**src/rtl/tlff_pkg.sv**
```systemverilog
// Package for the text line format filter.
// Holds the configuration and command types, character codes and register indexes.
// No dependencies.
package tlff_pkg;

    // Configuration port.
    localparam int CFG_ADDR_W = 3;
    localparam logic [CFG_ADDR_W-1:0] REG_SQUEEZE_BLANK    = 3'd0;
    localparam logic [CFG_ADDR_W-1:0] REG_NUMBER_ALL       = 3'd1;
    localparam logic [CFG_ADDR_W-1:0] REG_NUMBER_NONBLANK  = 3'd2;
    localparam logic [CFG_ADDR_W-1:0] REG_SHOW_ENDS        = 3'd3;
    localparam logic [CFG_ADDR_W-1:0] REG_SHOW_TABS        = 3'd4;
    localparam logic [CFG_ADDR_W-1:0] REG_SHOW_NONPRINTING = 3'd5;

    // Character codes.
    localparam logic [7:0] CH_TAB       = 8'd9;
    localparam logic [7:0] CH_NL        = 8'd10;
    localparam logic [7:0] CH_SPACE     = 8'd32;
    localparam logic [7:0] CH_DOLLAR    = 8'd36;
    localparam logic [7:0] CH_ZERO      = 8'd48;
    localparam logic [7:0] CH_CARET     = 8'd94;
    localparam logic [7:0] CH_TAB_SHOWN = 8'd73;
    localparam logic [7:0] CTRL_LIMIT   = 8'd32;
    localparam logic [7:0] CH_DEL       = 8'd127;
    localparam logic [7:0] CARET_OFS    = 8'd64;

    // The line counter never goes past six decimal nines.
    localparam int CNT_CAP_DIGITS = 6;

    // Entries between the front and the back.
    localparam int QUEUE_DEPTH = 4;

    typedef struct packed {
        logic squeeze_blank;
        logic number_all;
        logic number_nonblank;
        logic show_ends;
        logic show_tabs;
        logic show_nonprinting;
    } t_cfg;

    // One classified request: what the back has to write for it.
    typedef struct packed {
        logic       prefix;   // number field or blank padding, then a tab
        logic       dollar;
        logic       caret;
        logic       dropped;
        logic [7:0] data;     // final byte
    } t_cmd;

    localparam int CMD_W = $bits(t_cmd);

endpackage

```
**src/rtl/tlff_queue.sv**
```systemverilog
// Small request queue between the front and the back of the text line format filter.
// Depends on tlff_pkg for its depth.
module tlff_queue #(
    parameter int DATA_W = 8
) (
    input  logic              i_clk,
    input  logic              i_rst_n,
    input  logic              i_push,
    input  logic [DATA_W-1:0] i_data,
    input  logic              i_pop,
    output logic [DATA_W-1:0] o_data,
    output logic              o_full,
    output logic              o_empty
);

    localparam int PTR_W = $clog2(tlff_pkg::QUEUE_DEPTH);

    logic [DATA_W-1:0] r_mem [tlff_pkg::QUEUE_DEPTH];
    logic [PTR_W-1:0]  r_wr;
    logic [PTR_W-1:0]  r_rd;
    logic [PTR_W:0]    r_count;

    assign o_data  = r_mem[r_rd];
    assign o_full  = (r_count == (PTR_W+1)'(tlff_pkg::QUEUE_DEPTH));
    assign o_empty = (r_count == '0);

    always_ff @(posedge i_clk) begin
        if (!i_rst_n) begin
            r_wr    <= '0;
            r_rd    <= '0;
            r_count <= '0;
        end else begin
            if (i_push) begin
                r_wr <= r_wr + 1'b1;
            end
            if (i_pop) begin
                r_rd <= r_rd + 1'b1;
            end
            if (i_push && !i_pop) begin
                r_count <= r_count + 1'b1;
            end else if (!i_push && i_pop) begin
                r_count <= r_count - 1'b1;
            end
        end
    end

    always_ff @(posedge i_clk) begin
        if (i_push) begin
            r_mem[r_wr] <= i_data;
        end
    end

endmodule

```
**src/rtl/tlff_front.sv**
```systemverilog
// Front of the text line format filter: takes input bytes, keeps the line state
// and the decimal line counter, and turns each byte into one request for the back.
// Depends on tlff_pkg.
module tlff_front #(
    parameter int NUMBER_DIGITS = 6
) (
    input  logic                       i_clk,
    input  logic                       i_rst_n,
    input  tlff_pkg::t_cfg             i_cfg,
    input  logic                       i_valid,
    input  logic [7:0]                 i_data,
    input  logic                       i_file_start,
    input  logic                       i_room,
    output logic                       o_ready,
    output logic                       o_push,
    output tlff_pkg::t_cmd             o_cmd,
    output logic [NUMBER_DIGITS*8-1:0] o_digits
);

    localparam int CNT_DIGITS = (NUMBER_DIGITS < tlff_pkg::CNT_CAP_DIGITS) ?
                                NUMBER_DIGITS : tlff_pkg::CNT_CAP_DIGITS;

    // Line counter in BCD, digit 0 is the least significant.
    logic [3:0] r_cnt [NUMBER_DIGITS];
    logic [3:0] n_cnt [NUMBER_DIGITS];
    logic [3:0] base  [NUMBER_DIGITS];
    logic       r_prev_nl;
    logic       r_blank;

    logic       accept;
    logic       prev_nl;
    logic       blank;
    logic       cur_nl;
    logic       squeeze;
    logic       do_num;
    logic       do_pad;
    logic       sat;
    logic       carry;
    logic       nz;
    logic [3:0] dig;
    logic [7:0] cc;
    logic       caret;

    assign accept  = i_valid && i_room;
    assign o_ready = i_room;
    assign o_push  = accept;

    always_comb begin
        prev_nl = i_file_start || r_prev_nl;
        blank   = !i_file_start && r_blank;
        cur_nl  = (i_data == tlff_pkg::CH_NL);
        squeeze = i_cfg.squeeze_blank && prev_nl && cur_nl && blank;
        do_num  = prev_nl && ((i_cfg.number_all && !i_cfg.number_nonblank) ||
                              (i_cfg.number_nonblank && !cur_nl));
        do_pad  = i_cfg.show_ends && cur_nl && i_cfg.number_nonblank && prev_nl;

        // Counter: start of file clears it, then a numbered line bumps it unless
        // it already sits at its ceiling.
        for (int i = 0; i < NUMBER_DIGITS; i++) begin
            base[i] = i_file_start ? 4'd0 : r_cnt[i];
        end
        sat = 1'b1;
        for (int i = 0; i < CNT_DIGITS; i++) begin
            sat = sat && (base[i] == 4'd9);
        end
        carry = do_num && !sat;
        for (int i = 0; i < NUMBER_DIGITS; i++) begin
            if (carry) begin
                if (base[i] == 4'd9) begin
                    n_cnt[i] = 4'd0;
                end else begin
                    n_cnt[i] = base[i] + 4'd1;
                    carry    = 1'b0;
                end
            end else begin
                n_cnt[i] = base[i];
            end
        end

        // Prefix characters, most significant first; leading zeros become spaces.
        nz  = 1'b0;
        dig = 4'd0;
        for (int k = 0; k < NUMBER_DIGITS; k++) begin
            dig = n_cnt[NUMBER_DIGITS-1-k];
            nz  = nz || (dig != 4'd0);
            if (do_pad) begin
                o_digits[k*8 +: 8] = tlff_pkg::CH_SPACE;
            end else if (nz || (k == NUMBER_DIGITS-1)) begin
                o_digits[k*8 +: 8] = tlff_pkg::CH_ZERO + {4'd0, dig};
            end else begin
                o_digits[k*8 +: 8] = tlff_pkg::CH_SPACE;
            end
        end

        // Caret forms for the byte itself.
        cc    = i_data;
        caret = 1'b0;
        if (i_cfg.show_tabs && (cc == tlff_pkg::CH_TAB)) begin
            caret = 1'b1;
            cc    = tlff_pkg::CH_TAB_SHOWN;
        end
        if (i_cfg.show_nonprinting && (cc != tlff_pkg::CH_NL) &&
            (cc != tlff_pkg::CH_TAB)) begin
            if (cc < tlff_pkg::CTRL_LIMIT) begin
                caret = 1'b1;
                cc    = cc + tlff_pkg::CARET_OFS;
            end else if (cc >= tlff_pkg::CH_DEL) begin
                caret = 1'b1;
                cc    = cc - tlff_pkg::CARET_OFS;
            end
        end

        if (squeeze) begin
            o_cmd.prefix  = 1'b0;
            o_cmd.dollar  = 1'b0;
            o_cmd.caret   = 1'b0;
            o_cmd.dropped = 1'b1;
            o_cmd.data    = 8'd0;
        end else begin
            o_cmd.prefix  = do_num || do_pad;
            o_cmd.dollar  = i_cfg.show_ends && cur_nl;
            o_cmd.caret   = caret;
            o_cmd.dropped = 1'b0;
            o_cmd.data    = cc;
        end
    end

    // A squeezed byte leaves the line state alone.
    always_ff @(posedge i_clk) begin
        if (!i_rst_n) begin
            r_prev_nl <= 1'b1;
            r_blank   <= 1'b0;
            for (int i = 0; i < NUMBER_DIGITS; i++) begin
                r_cnt[i] <= 4'd0;
            end
        end else if (accept && !squeeze) begin
            r_prev_nl <= cur_nl;
            r_blank   <= prev_nl && cur_nl;
            for (int i = 0; i < NUMBER_DIGITS; i++) begin
                r_cnt[i] <= n_cnt[i];
            end
        end
    end

endmodule

```
**src/rtl/tlff_back.sv**
```systemverilog
// Back of the text line format filter: walks the output bytes of each queued
// request, one byte per cycle while the output is ready, into a registered
// output stage. Depends on tlff_pkg.
module tlff_back #(
    parameter int NUMBER_DIGITS = 6
) (
    input  logic                       i_clk,
    input  logic                       i_rst_n,
    input  logic                       i_empty,
    input  tlff_pkg::t_cmd             i_cmd,
    input  logic [NUMBER_DIGITS*8-1:0] i_digits,
    output logic                       o_pop,
    output logic                       o_valid,
    input  logic                       i_ready,
    output logic [7:0]                 o_data,
    output logic                       o_last,
    output logic                       o_user
);

    localparam int STEP_W  = $clog2(NUMBER_DIGITS + 3);
    localparam int PFX_LEN = NUMBER_DIGITS + 1;

    logic              r_valid;
    logic [7:0]        r_data;
    logic              r_last;
    logic              r_user;
    logic [STEP_W-1:0] r_step;

    logic [STEP_W-1:0] pfx_len;
    logic [STEP_W-1:0] last_step;
    logic [STEP_W-1:0] rel;
    logic [STEP_W-1:0] dollar_w;
    logic [7:0]        digit_sel;
    logic [7:0]        n_data;
    logic              advance;
    logic              load;
    logic              at_last;

    assign o_valid = r_valid;
    assign o_data  = r_data;
    assign o_last  = r_last;
    assign o_user  = r_user;

    always_comb begin
        pfx_len   = i_cmd.prefix ? STEP_W'(PFX_LEN) : '0;
        dollar_w  = {{(STEP_W-1){1'b0}}, i_cmd.dollar};
        last_step = pfx_len + dollar_w + {{(STEP_W-1){1'b0}}, i_cmd.caret};
        rel       = r_step - pfx_len;
        at_last   = (r_step == last_step);

        digit_sel = tlff_pkg::CH_SPACE;
        for (int k = 0; k < NUMBER_DIGITS; k++) begin
            if (r_step == STEP_W'(k)) begin
                digit_sel = i_digits[k*8 +: 8];
            end
        end

        priority if (i_cmd.prefix && (r_step < STEP_W'(NUMBER_DIGITS))) begin
            n_data = digit_sel;
        end else if (i_cmd.prefix && (r_step == STEP_W'(NUMBER_DIGITS))) begin
            n_data = tlff_pkg::CH_TAB;
        end else if (i_cmd.dollar && (rel == '0)) begin
            n_data = tlff_pkg::CH_DOLLAR;
        end else if (i_cmd.caret && (rel == dollar_w)) begin
            n_data = tlff_pkg::CH_CARET;
        end else begin
            n_data = i_cmd.data;
        end

        advance = !r_valid || i_ready;
        load    = advance && !i_empty;
        o_pop   = load && at_last;
    end

    always_ff @(posedge i_clk) begin
        if (!i_rst_n) begin
            r_valid <= 1'b0;
            r_step  <= '0;
        end else begin
            if (advance) begin
                r_valid <= !i_empty;
            end
            if (load) begin
                r_step <= at_last ? '0 : r_step + 1'b1;
            end
        end
    end

    always_ff @(posedge i_clk) begin
        if (load) begin
            r_data <= n_data;
            r_last <= at_last;
            r_user <= i_cmd.dropped;
        end
    end

endmodule

```
**src/rtl/text_line_format_filter.sv**
```systemverilog
// Top level of the text line format filter: configuration registers, front,
// request queue and back. Depends on tlff_pkg, tlff_front, tlff_queue, tlff_back.
//
//   Channel   Direction  tdata              tuser         tlast
//   s_axis    in         in_byte [7:0]      file_start    -
//   m_axis    out        out_byte [7:0]     dropped       last
//   cfg       in         wdata[0] at addr   -             -
//
// Each input request yields 1 to NUMBER_DIGITS + 3 output bytes; the back
// writes one output byte per cycle while the output is ready (one byte for
// most requests, at least NUMBER_DIGITS + 2 for a numbered line start).
// The front accepts one byte per cycle while the four-entry queue has room.
// Reset is synchronous; no clearing pass is needed after it.
// A stalled output holds its byte while the front keeps filling the queue.
module text_line_format_filter #(
    parameter int NUMBER_DIGITS = 6
) (
    input  logic                            i_clk,
    input  logic                            i_rst_n,
    // Configuration write port.
    input  logic                            i_cfg_we,
    input  logic [tlff_pkg::CFG_ADDR_W-1:0] i_cfg_addr,
    input  logic [0:0]                      i_cfg_wdata,
    // Input stream.
    input  logic                            i_s_axis_tvalid,
    output logic                            o_s_axis_tready,
    input  logic [7:0]                      i_s_axis_tdata,   // [7:0] in_byte
    input  logic                            i_s_axis_tuser,   // [0] file_start
    // Output stream.
    output logic                            o_m_axis_tvalid,
    input  logic                            i_m_axis_tready,
    output logic [7:0]                      o_m_axis_tdata,   // [7:0] out_byte
    output logic                            o_m_axis_tlast,
    output logic                            o_m_axis_tuser    // [0] dropped
);

    localparam int Q_W = tlff_pkg::CMD_W + NUMBER_DIGITS*8;

    tlff_pkg::t_cfg             r_cfg;
    tlff_pkg::t_cmd             front_cmd;
    tlff_pkg::t_cmd             back_cmd;
    logic [NUMBER_DIGITS*8-1:0] front_digits;
    logic [NUMBER_DIGITS*8-1:0] back_digits;
    logic                       push;
    logic                       pop;
    logic                       q_full;
    logic                       q_empty;

    always_ff @(posedge i_clk) begin
        if (!i_rst_n) begin
            r_cfg <= '0;
        end else if (i_cfg_we) begin
            unique case (i_cfg_addr)
                tlff_pkg::REG_SQUEEZE_BLANK:    r_cfg.squeeze_blank    <= i_cfg_wdata[0];
                tlff_pkg::REG_NUMBER_ALL:       r_cfg.number_all       <= i_cfg_wdata[0];
                tlff_pkg::REG_NUMBER_NONBLANK:  r_cfg.number_nonblank  <= i_cfg_wdata[0];
                tlff_pkg::REG_SHOW_ENDS:        r_cfg.show_ends        <= i_cfg_wdata[0];
                tlff_pkg::REG_SHOW_TABS:        r_cfg.show_tabs        <= i_cfg_wdata[0];
                tlff_pkg::REG_SHOW_NONPRINTING: r_cfg.show_nonprinting <= i_cfg_wdata[0];
                default: begin
                end
            endcase
        end
    end

    tlff_front #(
        .NUMBER_DIGITS (NUMBER_DIGITS)
    ) u_front (
        .i_clk        (i_clk),
        .i_rst_n      (i_rst_n),
        .i_cfg        (r_cfg),
        .i_valid      (i_s_axis_tvalid),
        .i_data       (i_s_axis_tdata),
        .i_file_start (i_s_axis_tuser),
        .i_room       (!q_full),
        .o_ready      (o_s_axis_tready),
        .o_push       (push),
        .o_cmd        (front_cmd),
        .o_digits     (front_digits)
    );

    tlff_queue #(
        .DATA_W (Q_W)
    ) u_queue (
        .i_clk   (i_clk),
        .i_rst_n (i_rst_n),
        .i_push  (push),
        .i_data  ({front_digits, front_cmd}),
        .i_pop   (pop),
        .o_data  ({back_digits, back_cmd}),
        .o_full  (q_full),
        .o_empty (q_empty)
    );

    tlff_back #(
        .NUMBER_DIGITS (NUMBER_DIGITS)
    ) u_back (
        .i_clk    (i_clk),
        .i_rst_n  (i_rst_n),
        .i_empty  (q_empty),
        .i_cmd    (back_cmd),
        .i_digits (back_digits),
        .o_pop    (pop),
        .o_valid  (o_m_axis_tvalid),
        .i_ready  (i_m_axis_tready),
        .o_data   (o_m_axis_tdata),
        .o_last   (o_m_axis_tlast),
        .o_user   (o_m_axis_tuser)
    );

`ifndef SYNTHESIS
    // An accepted request is in the queue on the following cycle.
    a_push_lands: assert property (@(posedge i_clk) disable iff (!i_rst_n)
        (i_s_axis_tvalid && o_s_axis_tready) |=> !q_empty)
        else $error("accepted request missing from queue");

    // A squeezed byte is a lone, empty result.
    a_dropped_alone: assert property (@(posedge i_clk) disable iff (!i_rst_n)
        (o_m_axis_tvalid && o_m_axis_tuser) |-> (o_m_axis_tlast && (o_m_axis_tdata == 8'd0)))
        else $error("dropped result is not a single empty byte");

    // The queue is never popped while empty.
    a_no_underflow: assert property (@(posedge i_clk) disable iff (!i_rst_n)
        pop |-> !q_empty)
        else $error("queue popped while empty");

    // Nothing leaves right after reset.
    a_reset_quiet: assert property (@(posedge i_clk)
        $rose(i_rst_n) |-> !o_m_axis_tvalid)
        else $error("output valid right after reset");
`endif

endmodule
```
**config.mk**
```make
export PLATFORM = sky130hd
export DESIGN_NAME = text_line_format_filter
export DESIGN_NICKNAME = d
export VERILOG_FILES = /design/src/rtl/tlff_pkg.sv /design/src/rtl/tlff_queue.sv /design/src/rtl/tlff_front.sv /design/src/rtl/tlff_back.sv /design/src/rtl/text_line_format_filter.sv
export SDC_FILE = /design/constraint.sdc
export NUM_CORES = 1
export LEC_CHECK = 0
export ABC_AREA = 0
export BUFFER_PORTS_ARGS = -buffer_cell sky130_fd_sc_hd__buf_2
export CELL_PAD_IN_SITES_DETAIL_PLACEMENT = 0
export CELL_PAD_IN_SITES_GLOBAL_PLACEMENT = 1
export CORE_MARGIN = 2
export CORE_UTILIZATION = 40
export CTS_BUF_LIST = sky130_fd_sc_hd__clkbuf_8
export CTS_CLUSTER_DIAMETER = 60
export DETAILED_ROUTE_END_ITERATION = 8
export HOLD_SLACK_MARGIN = 0.08
export PLACE_DENSITY_LB_ADDON = 0.1
export REMOVE_ABC_BUFFERS = 1
export SYNTH_ARGS = -nofsm -noshare
export SYNTH_HDL_FRONTEND = slang
export SYNTH_SLANG_ARGS = --single-unit
```
**constraint.sdc**
```tcl
create_clock -name i_clk -period 8 [get_ports i_clk]
set_input_delay 1.6 -clock i_clk [delete_from_list [all_inputs] [get_ports i_clk]]
set_output_delay 1.6 -clock i_clk [all_outputs]
set_load 0.01 [all_outputs]
```
==> impl_metrics.toml, run 1 <==
[yosys]
synthCells = 705
synthAdderAreaFrac = 0.0231
synth.avg_cell_area_um2 = 14.4
synth-compound-area-share = 0.0609
synthXorXnorAreaFrac = 0.0224
synth_top_area_cell = "edfxtp_1"
async_reset_ff_frac = 0
yosysMostFrequentCell = "edfxtp_1"
muxShareOfSynthArea = 0.109
synth_top_family_by_area = "simple AND/OR/NAND/NOR gates"
synth_edf_count = 202
ys_ff_latch = 224
ys_top_cells_by_count = "edfxtp_1 (202), nor2_1 (71), mux4_2 (42)"
syn_area_um2 = 10200
ys_warn_count = 0
ys.flop_type = "edfxtp_1"
synth.distinct_cells = 66
yosysSeqAreaShare = 0.640
synth_top_area_share = 0.596
synth_simple_gate_area_frac = 0.124
synth_area_leaders = "edfxtp_1 (60%), mux4_2 (9.3%), dfxtp_1 (4.3%)"

[floorplanning]
pin_count = 30
rows = 58
die_area_um2 = 26700
die_h_um = 163
coreArea_um2 = 25100
die_x_um = 163
start_util = 0.405

[pwr]
leakage_nw = 3.89
power.density_nw_per_um2 = 280
swShare = 0.292
p_comb_frac = 0.208
vdd_ir_drop_max_v = 0.000137
power_mw = 3.20
internal-power_mw = 2.26
power_switching_mw = 0.935
power_frac_clock = 0.305
seqPwrFrac = 0.486

[critical_path]
crit_fanout = 25
rrSetupSlack_ns = 3.28
critical_path_class = "reg2reg"
r2r-end = "u_queue.r_count[2]"
reg2regPathDepth = 13
worstPathArrival_ns = 5.18
worstSetupStartpointType = "register"
required_ns = 8.46
endpoint_kind = "register"

[grt]
grt_pass1_wl_mm = 35.8
grt_pass1_vias = 6124
grt.total_usage = 0.179
overflow = 0
grt_max_degree = 43
antenna_found_initial = 0

[sta]
min_period_ns = 4.72
finalSetupTns_ns = 0
rsz0062_at_grt = "no"
hold_viol = 0
whs_ns = 0.495
fmax_mhz = 212
slew_viol_final = 0
setup_ws_ns = 3.28
min_period_over_period = 0.590
slew_headroom = 0.264
setup_violations = 0
tightest_slew_ns = 1.10
finClkSkew_ns = 0.0275

[clocking]
post_cts_buffers = 0
cts-resized-gates = 0
ctsHtreeMaxLevel = 2
hold_buffers = 0
cts_tree = "built"
clkLatencyLatePin_ns = 0.55
cts_num_sinks = 224
cts.root.buffer_cell = "clkbuf_8"
clk_pin_slew_ns = 0.06
cts_made_buffers = 40
cts.path.max_buffers = 3

[min_path]
min_to = "u_back.o_valid"
hold_path_class = "reg2reg"
whs_path_depth = 2
holdCritStartpoint = "u_back.o_valid"

[detailed_routing]
wl_per_cell_um = 20.5
wl_mm = 22.9
vias_per_cell = 5.38
dr_total_vias = 5991
drt_iter0_markers = 397
first_pass_iters = 5
drc = 0
final_antenna_net_count = 0

[layout]
final_cells = 1113
num_antenna_cells = 0
drive_above_1_share = 0.188
syn2layout_area_growth_pct = 12.1
utilization = 0.454
fill_cells = 2300
final_net_count = 787
finalInstanceArea_um2 = 11400

[placed_design]
place_congestion = 0.804
dp_slack_ns = 3.16
placed_cells = 1040
place_area_um2 = 10700
port_buffers = 29
dp.final_hpwl_mm = 14.9

[job]
cap_violations = 0

[run_status]
status = "completed"
==> routing by layer <==
layer / GRT usage / routed length (µm) / up-vias
met5: 0 / 0 / -
met4: 0.0690 / 668 / 0
met3: 0.0320 / 1010 / 47
met2: 0.286 / 10800 / 120
met1: 0.245 / 10400 / 3019
li1: - / - / 2805
==> power groups by stage <==
stage	sequential, mW	clock (mW)	combinational, mW
finish	1.55	0.977	0.667
global placement	1.57	0	0.671
floorplan	1.58	0	0.431
detailed placement	1.58	0	0.676
CTS	1.56	1.01	0.682
global route	1.57	1.06	0.740
==> registers in the layout, summed over array words and instances (netlist names), named ones only <==
signal and flops:
u_back.o_valid 1, u_front.r_prev_nl 1, u_back.r_step 4, u_back.o_user 1
u_back.o_data 8, u_back.o_last 1, u_queue.r_count 3, u_front.r_cnt 24
u_queue.r_rd 2, r_cfg 6, u_queue.r_wr 2, u_queue.r_mem 168
u_front.r_blank 1
==> worst max-delay path by stage <==
stage                    endpoint  slack, ns  depth (start not counted)
6_report       u_queue.r_count[2]       3.28                         13
5_1_grt        u_queue.r_count[2]       2.81                         13
4_1_cts        u_queue.r_count[2]       3.14                         13
3_5_place_dp   u_queue.r_count[2]       3.16                         13
3_3_place_gp   u_queue.r_count[2]       3.29                         13
2_1_floorplan  u_queue.r_count[2]       2.90                         12
==> placed cells by master, fill, tap and decap left out, types with 3 or more instances in the layout <==
cell	instances
xor2_1	14
and3_2	4
and3b_1	3
clkinv_1	15
nand2_1	31
a31oi_1	4
nor4bb_1	4
buf_4	8
fa_1	3
xnor2_1	12
a21boi_0	5
o21ai_0	16
and3_1	5
nor3_1	8
mux2i_1	14
inv_1	31
o211a_1	3
nand2b_1	14
nor4b_1	3
and2_1	15
a32oi_1	3
dfxtp_1	20
a21oi_1	24
mux4_2	42
a22oi_1	7
ha_1	14
nor2_1	71
buf_2	29
o31a_1	4
a211oi_1	5
and4_1	3
nand4_1	9
nor4_1	6
nor3b_1	3
nor2b_1	28
clkinvlp_4	3
a311oi_1	3
edfxtp_1	202
nand3_1	13
clkbuf_8	41
==> cell type report <==
type                    count  area (µm²)  share of cell area
flip-flops and latches    224        6510               0.571
clock buffers              41         564              0.0495
multi-input cells         427        3460               0.303
clock inverters            32         170              0.0149
inverters                  22        82.6             0.00724
repair buffers             37         205              0.0180
well taps                 330         413              0.0362
==> worst max-delay path, stage by stage (launching register included) <==
cell	delay, ns
dfxtp_2	0.76
buf_4	0.57
mux4_2	0.69
fa_1	0.48
ha_1	0.30
xor2_1	0.14
nor4_1	0.45
nand2_1	0.19
ha_1	0.24
inv_1	0.07
fa_1	0.17
xor2_1	0.08
or3_1	0.30
a21boi_0	0.19
==> kinds of logic (layout without fill, tap and decap cells) <==
group,count (synthesis),in the layout
compound gates,91,91
xor+xnor,26,26
fa+ha+maj,17,17
buf+inv,54,132
flops,224,224
mux,58,58
simple gates,235,235
No activity file was read; power rests on OpenSTA's default activity.
==> run 2, diff against run 1 <==
==> constraint.sdc (replaced) <==
create_clock -name i_clk -period 4.4 [get_ports i_clk]
set_input_delay 0.88 -clock i_clk [delete_from_list [all_inputs] [get_ports i_clk]]
set_output_delay 0.88 -clock i_clk [all_outputs]
set_load 0.01 [all_outputs]
==> impl_metrics.toml, run 2 (same netlist as run 1, synthesis figures left out) <==
[pwr]
leakage_nw = 3.98
vdd_ir_drop_max_v = 0.000278
power.density_nw_per_um2 = 513

[clocking]
cts.path.max_buffers = 3
cts_tree = "built"
post_cts_buffers = 0
hold_buffers = 0
cts_made_buffers = 40
cts.root.buffer_cell = "clkbuf_8"
ctsHtreeMaxLevel = 2
clkLatencyLatePin_ns = 0.54
cts_num_sinks = 224
cts-resized-gates = 0
clk_pin_slew_ns = 0.06

[sta]
rsz0062_at_grt = "no"
hold_viol = 0
slew_headroom = 0.514
setup_violations = 0
slew_viol_final = 0
finalSetupTns_ns = 0
min_period_ns = 3.68
fmax_mhz = 272
tightest_slew_ns = 0.725
min_period_over_period = 0.835
finClkSkew_ns = 0.0341

[detailed_routing]
wl_mm = 23.0
vias_per_cell = 5.37
dr_total_vias = 6005
wl_per_cell_um = 20.6
drt_iter0_markers = 379
first_pass_iters = 5
drc = 0
final_antenna_net_count = 0

[floorplanning]
start_util = 0.405
die_h_um = 163
rows = 58
die_area_um2 = 26700
pin_count = 30
coreArea_um2 = 25100
die_x_um = 163

[layout]
num_antenna_cells = 0
drive_above_1_share = 0.196
final_cells = 1119
largest_reg_flops = 168
top_register = "u_queue.r_mem"
final_common_cell = "edfxtp_1"
syn2layout_area_growth_pct = 12.9
mostFrequentLayoutCells = "edfxtp_1 (202), nor2_1 (71), clkbuf_8 (43)"
final_net_count = 794
utilization = 0.457

[grt]
grt_pass1_vias = 6235
grt.total_usage = 0.180
overflow = 0
grt_pass1_wl_mm = 35.9
grt_max_degree = 27
antenna_found_initial = 0

[placed_design]
placed_cells = 1047
dp.final_hpwl_mm = 15.7
place_congestion = 0.794
port_buffers = 29

[run_status]
status = "completed"

[critical_path]
worstPathArrival_ns = 4.14
crit_fanout = 7
required_ns = 4.86
endpoint_kind = "register"
critical_path_class = "reg2reg"
worstSetupStartpointType = "register"

[job]
cap_violations = 0

[min_path]
hold_path_class = "reg2reg"
## run 2: per-layer routing
| layer | vias up | GRT usage | wire length (µm) |
|---|---|---|---|
| li1 | 2822 | - | - |
| met2 | 129 | 0.297 | 11100 |
| met4 | 0 | 0.0690 | 545 |
| met3 | 41 | 0.0317 | 1050 |
| met5 | - | 0 | 0 |
| met1 | 3013 | 0.238 | 10300 |
## run 2: cell type report
cell class                 count  area, µm²
clock buffer                  43        592
clock inverter                29        171
fill                        2318      13600
inverter                      22       82.6
multi-input combinational    427       3460
sequential                   224       6510
tap                          330        413
timing repair buffer          44        258
## run 2: power breakdown
group	switching [mW]	total [mW]	internal (mW)
combinational	0.732	1.24	0.505
sequential	0.129	2.81	2.69
clock	0.827	1.84	1.02
total	1.69	5.90	4.21
## run 2: per-stage QoR
| step | total power [mW] | hold slack [ns] | cell area [µm²] | setup slack, ns |
|---|---|---|---|---|
| after floorplan | 3.67 | 0.455 | 10000 | -0.701 |
| after global placement | 4.08 | 0.466 | 10700 | 0.751 |
| after detailed placement | 4.11 | 0.473 | 10700 | 0.684 |
| after CTS | 5.98 | 0.483 | 11500 | 0.674 |
| after global routing | 6.21 | 0.506 | 11500 | 0.482 |
| final | 5.90 | 0.483 | 11500 | 0.725 |
## run 2: critical path, cell delays in order (launching register included)
cell	delay, ns
dfxtp_2	0.39
mux4_2	0.63
fa_1	0.47
ha_1	0.30
xor2_1	0.14
nor4_1	0.43
nand2_1	0.19
ha_1	0.24
inv_1	0.07
fa_1	0.18
xor2_1	0.08
or3_1	0.30
a21boi_0	0.17
## run 2: path summary, 6_finish.rpt
kind                                startpoint                  to  slack (ns)  cells past startpoint
worst max-delay path                  register  u_queue.r_count[2]        0.72                     12
worst min-delay path            u_back.o_valid      u_back.o_valid        0.48                      2
worst max register to register        register  u_queue.r_count[2]        0.72                     12
worst min register to register  u_back.o_valid      u_back.o_valid        0.48                      2
